`src/rtl/mam_pkg.sv`:
```
// ----------------------------------------------------------------------------
// mam_pkg: shared types and constants for the motion arrival monitor
// Holds the beat structs, configuration and run state, codes and thresholds.
// ----------------------------------------------------------------------------
package mam_pkg;

  localparam int unsigned PosW     = 20;
  localparam int unsigned TimeW    = 20;
  localparam int unsigned PeriodW  = 16;
  localparam int unsigned ElapsedW = 21;
  localparam int unsigned StillW   = 3;
  localparam int unsigned ErrW     = 4;
  localparam int unsigned CfgIdxW  = 2;
  localparam int unsigned CfgDataW = 20;

  // distance bands in 0.1 mm units
  localparam logic [PosW:0] StillBand     = (PosW+1)'(2);
  localparam logic [PosW:0] TargetBand    = (PosW+1)'(20);
  localparam logic [PosW:0] OvershootBand = (PosW+1)'(40);

  localparam logic [StillW-1:0]   ArriveStillMin = StillW'(5);
  localparam logic [StillW-1:0]   StillMax       = StillW'(7);
  localparam logic [ErrW-1:0]     ReadErrorMax   = ErrW'(10);
  localparam logic [ElapsedW-1:0] ElapsedMax     = {ElapsedW{1'b1}};

  localparam logic signed [PosW-1:0] PosMarker = PosW'(99999);

  localparam logic signed [PosW-1:0] TargetReset  = '0;
  localparam logic [TimeW-1:0]       TimeoutReset = TimeW'(30000);
  localparam logic [PeriodW-1:0]     PeriodReset  = PeriodW'(500);

  typedef enum logic [1:0] {
    KIND_START   = 2'd0,
    KIND_SAMPLE  = 2'd1,
    KIND_RDFAIL  = 2'd2,
    KIND_CANCEL  = 2'd3
  } kind_e;

  typedef enum logic [2:0] {
    VERDICT_WAITING   = 3'd0,
    VERDICT_ARRIVED   = 3'd1,
    VERDICT_OVERSHOOT = 3'd2,
    VERDICT_TIMEOUT   = 3'd3,
    VERDICT_RDERRORS  = 3'd4,
    VERDICT_CANCELLED = 3'd5
  } verdict_e;

  typedef enum logic [CfgIdxW-1:0] {
    CFG_TARGET_POS  = 2'd0,
    CFG_TIMEOUT_MS  = 2'd1,
    CFG_POLL_PERIOD = 2'd2,
    CFG_GUARD       = 2'd3
  } cfg_idx_e;

  typedef struct packed {
    logic [1:0]             kind;
    logic signed [PosW-1:0] position;
  } in_t;

  typedef struct packed {
    logic [2:0] verdict;
    logic       success;
    logic       stop_request;
  } out_t;

  typedef struct packed {
    logic signed [PosW-1:0] target_pos;
    logic [TimeW-1:0]       timeout_ms;
    logic [PeriodW-1:0]     poll_period_ms;
    logic                   overshoot_guard;
  } cfg_t;

  typedef struct packed {
    logic signed [PosW-1:0] last_moving_pos;
    logic [StillW-1:0]      still_count;
    logic [ElapsedW-1:0]    elapsed_ms;
    logic [ErrW-1:0]        read_error_count;
    logic                   target_was_reached;
    logic                   run_finished;
  } state_t;

  localparam state_t StateReset = '{
    last_moving_pos:    PosMarker,
    still_count:        '0,
    elapsed_ms:         '0,
    read_error_count:   '0,
    target_was_reached: 1'b0,
    run_finished:       1'b0
  };

endpackage

```
`src/rtl/mam_judge.sv`:
```
// ----------------------------------------------------------------------------
// mam_judge: per-beat decision logic
// Works out the verdict and the next run state for one item.
// ----------------------------------------------------------------------------
module mam_judge (
  input  mam_pkg::cfg_t   cfg_i,
  input  mam_pkg::state_t st_i,
  input  mam_pkg::in_t    item_i,
  output mam_pkg::state_t st_o,
  output mam_pkg::out_t   res_o
);

  logic signed [mam_pkg::PosW:0]   d_move, d_tgt;
  logic [mam_pkg::PosW:0]          a_move, a_tgt;
  logic [mam_pkg::StillW-1:0]      still_next;
  logic [mam_pkg::ElapsedW:0]      e_sum;
  logic [mam_pkg::ErrW-1:0]        err_next;
  logic                            near, arrive;
  mam_pkg::verdict_e               verdict;

  // full-precision distances, no wrap
  assign d_move = {item_i.position[mam_pkg::PosW-1], item_i.position}
                - {st_i.last_moving_pos[mam_pkg::PosW-1], st_i.last_moving_pos};
  assign d_tgt  = {item_i.position[mam_pkg::PosW-1], item_i.position}
                - {cfg_i.target_pos[mam_pkg::PosW-1], cfg_i.target_pos};
  assign a_move = d_move[mam_pkg::PosW] ? (mam_pkg::PosW+1)'(-d_move) : d_move;
  assign a_tgt  = d_tgt[mam_pkg::PosW]  ? (mam_pkg::PosW+1)'(-d_tgt)  : d_tgt;

  assign e_sum  = {1'b0, st_i.elapsed_ms} + (mam_pkg::ElapsedW+1)'(cfg_i.poll_period_ms);

  always_comb begin
    st_o       = st_i;
    verdict    = mam_pkg::VERDICT_WAITING;
    still_next = st_i.still_count;
    near       = 1'b0;
    arrive     = 1'b0;
    err_next   = st_i.read_error_count;

    if (item_i.kind == mam_pkg::KIND_START) begin
      st_o = mam_pkg::StateReset;
    end else if (!st_i.run_finished) begin
      case (item_i.kind)
        mam_pkg::KIND_SAMPLE: begin
          if (a_move < mam_pkg::StillBand) begin
            if (st_i.still_count < mam_pkg::StillMax) begin
              still_next = st_i.still_count + 1'b1;
            end
          end else begin
            st_o.last_moving_pos = item_i.position;
            still_next           = '0;
          end
          st_o.still_count = still_next;
          near   = a_tgt < mam_pkg::TargetBand;
          arrive = near && (still_next >= mam_pkg::ArriveStillMin);
          if (arrive) begin
            verdict = mam_pkg::VERDICT_ARRIVED;
          end else begin
            if (cfg_i.overshoot_guard) begin
              if (near) begin
                st_o.target_was_reached = 1'b1;
              end else if (a_tgt > mam_pkg::OvershootBand && st_i.target_was_reached) begin
                verdict = mam_pkg::VERDICT_OVERSHOOT;
              end
            end
            if (verdict == mam_pkg::VERDICT_WAITING) begin
              if (st_i.elapsed_ms > mam_pkg::ElapsedW'(cfg_i.timeout_ms)) begin
                verdict = mam_pkg::VERDICT_TIMEOUT;
              end else if (e_sum[mam_pkg::ElapsedW]) begin
                st_o.elapsed_ms = mam_pkg::ElapsedMax;
              end else begin
                st_o.elapsed_ms = e_sum[mam_pkg::ElapsedW-1:0];
              end
            end
          end
        end
        mam_pkg::KIND_RDFAIL: begin
          if (st_i.read_error_count < mam_pkg::ReadErrorMax) begin
            err_next = st_i.read_error_count + 1'b1;
          end
          st_o.read_error_count = err_next;
          if (err_next >= mam_pkg::ReadErrorMax) begin
            verdict = mam_pkg::VERDICT_RDERRORS;
          end
        end
        default: begin
          verdict = mam_pkg::VERDICT_CANCELLED;
        end
      endcase
      if (verdict != mam_pkg::VERDICT_WAITING) begin
        st_o.run_finished = 1'b1;
      end
    end
  end

  assign res_o.verdict      = verdict;
  assign res_o.success      = (verdict == mam_pkg::VERDICT_ARRIVED)
                           || (verdict == mam_pkg::VERDICT_OVERSHOOT)
                           || (verdict == mam_pkg::VERDICT_CANCELLED);
  assign res_o.stop_request = (verdict == mam_pkg::VERDICT_OVERSHOOT);

endmodule

```
`src/rtl/motion_arrival_monitor.sv`:
```
// ----------------------------------------------------------------------------
// motion_arrival_monitor: arrival judge for a polled positioning axis
// Takes start, sample, read-failure and cancel beats, answers each with one
// verdict beat.
// ----------------------------------------------------------------------------
// usage
//   input channel (in_valid_i / in_ready_o / in_data_i): one beat per event,
//   kind plus position in 0.1 mm units; a start beat opens a fresh run
//   output channel (out_valid_o / out_ready_i / out_data_o): exactly one
//   verdict beat per input beat, in order
//   config port (cfg_we_i / cfg_idx_i / cfg_wdata_i): single-cycle writes of
//   target, timeout, poll period and guard enable, done while the block idles
// timing
//   a beat is registered on acceptance, judged from the input register and its
//   verdict lands in the output register; one beat per cycle is sustained
//   while out_ready_i stays high; the run state is updated in the same cycle
//   the verdict is registered, so the next beat sees it straight away
// reset
//   config returns to target 0, timeout 30000 ms, period 500 ms, guard off,
//   and a run is open as after a start beat; both channels are empty
// stall
//   when the receiver holds out_ready_i low the output beat holds, the input
//   register keeps its beat and in_ready_o drops once both stages are full
// ----------------------------------------------------------------------------
module motion_arrival_monitor (
  input  logic                             clk_i,
  input  logic                             rst_ni,
  input  logic                             in_valid_i,
  output logic                             in_ready_o,
  input  mam_pkg::in_t                     in_data_i,
  output logic                             out_valid_o,
  input  logic                             out_ready_i,
  output mam_pkg::out_t                    out_data_o,
  input  logic                             cfg_we_i,
  input  logic [mam_pkg::CfgIdxW-1:0]      cfg_idx_i,
  input  logic [mam_pkg::CfgDataW-1:0]     cfg_wdata_i
);

  mam_pkg::cfg_t   cfg_q;
  mam_pkg::state_t st_q, st_d;
  mam_pkg::in_t    item_q;
  mam_pkg::out_t   res_d, res_q;
  logic            item_vld_q, out_vld_q;
  logic            adv;

  // judge stage moves on when the output register is free or being drained
  assign adv        = item_vld_q && (!out_vld_q || out_ready_i);
  assign in_ready_o = !item_vld_q || adv;

  // configuration registers
  always_ff @(posedge clk_i or negedge rst_ni) begin
    if (!rst_ni) begin
      cfg_q.target_pos      <= mam_pkg::TargetReset;
      cfg_q.timeout_ms      <= mam_pkg::TimeoutReset;
      cfg_q.poll_period_ms  <= mam_pkg::PeriodReset;
      cfg_q.overshoot_guard <= 1'b0;
    end else if (cfg_we_i) begin
      unique case (mam_pkg::cfg_idx_e'(cfg_idx_i))
        mam_pkg::CFG_TARGET_POS:  cfg_q.target_pos     <= cfg_wdata_i[mam_pkg::PosW-1:0];
        mam_pkg::CFG_TIMEOUT_MS:  cfg_q.timeout_ms     <= cfg_wdata_i[mam_pkg::TimeW-1:0];
        mam_pkg::CFG_POLL_PERIOD: cfg_q.poll_period_ms <= cfg_wdata_i[mam_pkg::PeriodW-1:0];
        mam_pkg::CFG_GUARD:       cfg_q.overshoot_guard <= cfg_wdata_i[0];
        default: ;
      endcase
    end
  end

  // input register: valid flag cleared by reset, payload only on load
  always_ff @(posedge clk_i or negedge rst_ni) begin
    if (!rst_ni) begin
      item_vld_q <= 1'b0;
    end else if (in_ready_o) begin
      item_vld_q <= in_valid_i;
    end
  end

  always_ff @(posedge clk_i) begin
    if (in_valid_i && in_ready_o) begin
      item_q <= in_data_i;
    end
  end

  mam_judge u_judge (
    .cfg_i  (cfg_q),
    .st_i   (st_q),
    .item_i (item_q),
    .st_o   (st_d),
    .res_o  (res_d)
  );

  // run state commits together with the verdict
  always_ff @(posedge clk_i or negedge rst_ni) begin
    if (!rst_ni) begin
      st_q <= mam_pkg::StateReset;
    end else if (adv) begin
      st_q <= st_d;
    end
  end

  // output register
  always_ff @(posedge clk_i or negedge rst_ni) begin
    if (!rst_ni) begin
      out_vld_q <= 1'b0;
    end else if (adv) begin
      out_vld_q <= 1'b1;
    end else if (out_ready_i) begin
      out_vld_q <= 1'b0;
    end
  end

  always_ff @(posedge clk_i) begin
    if (adv) begin
      res_q <= res_d;
    end
  end

  assign out_valid_o = out_vld_q;
  assign out_data_o  = res_q;

  // a finished run only reopens through a start beat
  assert property (@(posedge clk_i) disable iff (!rst_ni)
    $fell(st_q.run_finished) |-> $past(adv && item_q.kind == mam_pkg::KIND_START))
    else $error("run reopened without a start beat");

  // elapsed time only goes backwards on a start beat
  assert property (@(posedge clk_i) disable iff (!rst_ni)
    (st_q.elapsed_ms < $past(st_q.elapsed_ms))
      |-> $past(adv && item_q.kind == mam_pkg::KIND_START))
    else $error("elapsed time decreased within a run");

  // a non-waiting verdict leaves the run finished
  assert property (@(posedge clk_i) disable iff (!rst_ni)
    adv && res_d.verdict != mam_pkg::VERDICT_WAITING |=> st_q.run_finished)
    else $error("verdict issued but run still open");

  // stop request only goes out with an overshoot verdict
  assert property (@(posedge clk_i) disable iff (!rst_ni)
    out_vld_q && res_q.stop_request |-> res_q.verdict == mam_pkg::VERDICT_OVERSHOOT)
    else $error("stop request without overshoot verdict");

endmodule

```
`config.mk`:
```
export PLATFORM = sky130hd
export DESIGN_NAME = motion_arrival_monitor
export DESIGN_NICKNAME = d
export VERILOG_FILES = /design/src/rtl/mam_pkg.sv /design/src/rtl/mam_judge.sv /design/src/rtl/motion_arrival_monitor.sv
export SDC_FILE = /design/constraint.sdc
export NUM_CORES = 1
export LEC_CHECK = 0
export BUFFER_PORTS_ARGS = -buffer_cell sky130_fd_sc_hd__buf_4
export CORE_MARGIN = 2
export CORE_UTILIZATION = 45
export DETAILED_ROUTE_END_ITERATION = 12
export GPL_TIMING_DRIVEN = 0
export PLACE_DENSITY = 0.67
export SYNTH_ARGS = -nofsm -noshare
export SYNTH_HDL_FRONTEND = slang
export SYNTH_SLANG_ARGS = --single-unit
```
`constraint.sdc`:
```
create_clock -name clk_i -period 5.8 [get_ports clk_i]
set_input_delay 0.29 -clock clk_i [delete_from_list [all_inputs] [get_ports clk_i]]
set_output_delay 0.29 -clock clk_i [all_outputs]
set_load 0.1 [all_outputs]
```
==> impl_metrics.json <==
{
  "critPathMaxFanout": 10,
  "final_number_of_max_transition_violations": 0,
  "timing_worst_slew_pin_value_ns": 1.11,
  "grt_pass1_vias": 9129,
  "ys_warn_count": 0,
  "postSynth.topFlopCell": "sky130_fd_sc_hd__dfrtp_1",
  "cp.arrival_ns": 5.84,
  "port_buffers": 55,
  "worstSetupPathType": "flop to flop",
  "max_clock_buf_depth": 2,
  "synth_compound_gate_area_share": 0.234,
  "irDropWorstVdd_v": 0.000241,
  "dieArea_sq_mm": 0.0259,
  "post_cts_buffers": 0,
  "timing.final.crit_period_ns": 5.54,
  "numCtsBuffers": 17,
  "synth_fa_ha_area_frac": 0.0959,
  "placeable_core_area_sq_mm": 0.0242,
  "clock_tree.htree_level_count": 4,
  "synthMostInstantiatedCell": "sky130_fd_sc_hd__nand2_1",
  "asyncSetResetFlopFracSynth": 0.801,
  "synth.largest_area_cell": "sky130_fd_sc_hd__dfrtp_1",
  "grt_usage": 0.227,
  "clk_latency_ns": 0.42,
  "fin_util": 0.516,
  "drc": 0,
  "chipHeight_microns": 161,
  "clkTransAtPathRegs_ns": 0.07,
  "area_growth_pct": 13.2,
  "yosysUniqueCellTypes": 100,
  "cts.root.buffer_cell": "sky130_fd_sc_hd__clkbuf_16",
  "seq_power_share": 0.271,
  "synth.top_cells.by_count": "105 x sky130_fd_sc_hd__nand2_1, 93 x sky130_fd_sc_hd__inv_1, 90 x sky130_fd_sc_hd__a21oi_1, 86 x sky130_fd_sc_hd__dfrtp_1, 80 x sky130_fd_sc_hd__ha_1",
  "detailedRoute.firstIterationViolations": 733,
  "vias": 9489,
  "crit_path_end_kind": "flop",
  "tritoncts": "yes",
  "drt-wirelength-per-cell_microns": 17.8,
  "multiplexer_share_of_the_synthesized_area": 0.0817,
  "grt_start_max_net_pins": 69,
  "grt_overflow": 0,
  "antenna_found_initial": 0,
  "power_density_mw_per_mm2": 374,
  "filler_cell_count": 2287,
  "routed_via_density": 5.82,
  "antenna_cells": 0,
  "worst_clock_skew_ns": 0.0172,
  "synthesis.area_sq_mm": 0.0111,
  "area_share_of_xor_xnor_cells_in_the_synthesized_design": 0.0346,
  "synth_simple_gate_area_frac": 0.179,
  "grt_first_pass_wirelength_microns": 47400,
  "number_of_nets_in_the_synthesized_netlist": 1349,
  "detailed_routing_iteration_count_for_the_pre_antenna_repair_pass": 6,
  "sink_count": 136,
  "report.final.setup_viol": 0,
  "top_ports": 56,
  "switching_share": 0.411,
  "post-dp-hpwl_microns": 22600,
  "share_comb_of_total_power": 0.494,
  "setup_total_negative_slack_ns": 0,
  "clock.fmax_mhz": 181,
  "layout.nets": 1425,
  "postRouteAntennaNets": 0,
  "synth-edff-count": 27,
  "total_switching_power_mw": 1.93,
  "gp_routability_congestion": 0.903,
  "synth-seq-area-share": 0.322,
  "placed_cells": 1597,
  "period_share": 0.955,
  "crit_path_start_kind": "flop",
  "worstHoldPathType": "input port to flop",
  "cp_cell_instances": "inv_1 > fa_1 > xor2_1 > buf_4 > nand4b_1 > mux2_2 > a211oi_1 > nand4b_1 > nor4_2 > mux2_2 > a211oi_2 > nand4_2 > o2111a_1 > a211oi_4 > buf_6 > mux2_4",
  "outcome": "finished clean",
  "placement_rows": 57,
  "ys_seq_elements": 136,
  "main_combinational_cell_family_by_area_after_synthesis": "compound AO/OA/AOI/OAI gates",
  "syn-mean-instance-area_sq_um": 9.09,
  "timing.max_cap.violations": 0,
  "worstPathRequired_ns": 6.10,
  "hold_viol": 0,
  "cp_slowest_stage_delay_ns": 0.49,
  "yosys-top-cells-area": "sky130_fd_sc_hd__dfrtp_1 19%, sky130_fd_sc_hd__ha_1 9.0%, sky130_fd_sc_hd__edfxtp_1 7.3%, sky130_fd_sc_hd__mux2_2 5.9%, sky130_fd_sc_hd__dfstp_2 5.5%",
  "crit_slowest_cell": "sky130_fd_sc_hd__fa_1",
  "leakage_power_nw": 5.50,
  "final_cell_count_no_fill": 1630,
  "cell_internal_pwr_mw": 2.76,
  "finalWirelength_microns": 29100,
  "cells_after_synth": 1217,
  "initial_utilization": 0.456,
  "layout-drive-gt1-share": 0.182,
  "clock_power_share": 0.235,
  "maxSlewHeadroom": 0.259,
  "rsz_0062_raised_after_global_routing": "false",
  "post-synth-top-area-fraction": 0.195,
  "timing.hold.ws_ns": 0.0379,
  "chipWidth_microns": 161
}
## worst max-delay path, delay by kind of cell (launching register included)
kind	cells	cell delay, ns
adder cells (fa/ha/maj)	1	0.49
buffers and inverters	3	0.66
XOR/XNOR	1	0.22
flip-flops	1	0.48
AO/OA/AOI/OAI	4	1.40
AND/OR/NAND/NOR	4	1.08
multiplexers	3	1.05
## layout make-up
| cell class | count | area, sq um | area share |
|---|---|---|---|
| Multi-Input combinational cell | 941 | 6920 | 0.552 |
| Sequential cell | 136 | 3570 | 0.285 |
| Clock buffer | 22 | 495 | 0.0396 |
| Timing Repair Buffer | 57 | 450 | 0.0360 |
| Tap cell | 324 | 405 | 0.0324 |
| Inverter | 93 | 349 | 0.0279 |
| Buffer | 47 | 230 | 0.0184 |
| Clock inverter | 10 | 105 | 0.00839 |
## layout by cell type, fill, tap and decap left out, types with 9 or more instances in the layout
master	n
sky130_fd_sc_hd__edfxtp_1	27
sky130_fd_sc_hd__nor2b_1	18
sky130_fd_sc_hd__clkbuf_1	31
sky130_fd_sc_hd__nand2_1	105
sky130_fd_sc_hd__buf_4	63
sky130_fd_sc_hd__a211o_1	9
sky130_fd_sc_hd__a21o_1	34
sky130_fd_sc_hd__a21oi_1	90
sky130_fd_sc_hd__xnor2_1	22
sky130_fd_sc_hd__dfstp_2	23
sky130_fd_sc_hd__nor2_1	61
sky130_fd_sc_hd__mux2_2	58
sky130_fd_sc_hd__nand3_1	26
sky130_fd_sc_hd__clkbuf_16	18
sky130_fd_sc_hd__inv_1	93
sky130_fd_sc_hd__nand4_1	16
sky130_fd_sc_hd__nor3_1	20
sky130_fd_sc_hd__dfrtp_1	86
sky130_fd_sc_hd__xor2_1	18
sky130_fd_sc_hd__a31oi_1	16
sky130_fd_sc_hd__mux2i_1	16
sky130_fd_sc_hd__ha_1	80
sky130_fd_sc_hd__o211ai_1	22
sky130_fd_sc_hd__nand2b_1	21
sky130_fd_sc_hd__o21a_1	10
sky130_fd_sc_hd__and2_1	13
sky130_fd_sc_hd__or2_2	12
sky130_fd_sc_hd__and3_1	20
sky130_fd_sc_hd__o21ai_0	66
sky130_fd_sc_hd__a211oi_1	14
## registers in the layout (all words and copies together), names as in the netlist
name	count
cfg_q	57
st_q	50
out_data_o	5
out_valid_o	1
item_q	22
item_vld_q	1
## kinds of logic (layout without fill, tap and decap cells)
logic type | Yosys count | after routing
xor gates and xnor gates | 42 | 42
muxes | 80 | 80
AOI/OAI and AO/OA | 367 | 367
DFF | 136 | 136
buffers and inverters | 140 | 229
adders and majority gates | 83 | 83
and+or+nand+nor | 369 | 369
## final timing paths
path                                from    endpoint  slack, ns  cells after the start
setup / recovery               item_q[1]    st_q[21]       0.26                     16
hold / removal             in_data_i[21]  item_q[21]       0.04                      1
setup reg to reg               item_q[1]    st_q[21]       0.26                     16
hold reg to reg                cfg_q[20]   cfg_q[20]       0.51                      1
max in group asynchronous         rst_ni    st_q[45]       4.59                      3
min in group asynchronous         rst_ni   cfg_q[18]       0.41                      2
## layer usage
layer | share of wire | global-route usage | vias up
met2 | 0.47 | 0.372 | 214
met4 | 0.020 | 0.0662 | 0
met3 | 0.042 | 0.0256 | 34
met5 | 0 | 0 | -
met1 | 0.47 | 0.318 | 4577
li1 | - | - | 4664
## timing repair
item / in CTS / in global routing
hold endpoints to repair: 26 / 0
setup endpoints to repair: 0 / 0
hold buffers: 1 / 0
gates resized for setup: 0 / 0
## metrics by stage
step | total power [mW] | instance area [sq um] | setup WS (ns)
after detailed placement | 3.55 | 11900 | 0.319
after global routing | 5.02 | 12500 | 0.0236
after global placement | 3.50 | 11900 | 0.409
after floorplan | 3.03 | 11100 | 1.35
final | 4.68 | 12500 | 0.262
after CTS | 4.67 | 12500 | 0.302
## power groups by stage
| stage | sequential [mW] | combinational, mW | clock, mW |
|---|---|---|---|
| 6_report | 1.27 | 2.31 | 1.10 |
| 5_1_grt | 1.29 | 2.58 | 1.16 |
| 4_1_cts | 1.27 | 2.29 | 1.11 |
| 3_5_place_dp | 1.28 | 2.27 | 0 |
| 3_3_place_gp | 1.28 | 2.22 | 0 |
| 2_1_floorplan | 1.27 | 1.76 | 0 |
(Power assumes the default switching activity.)
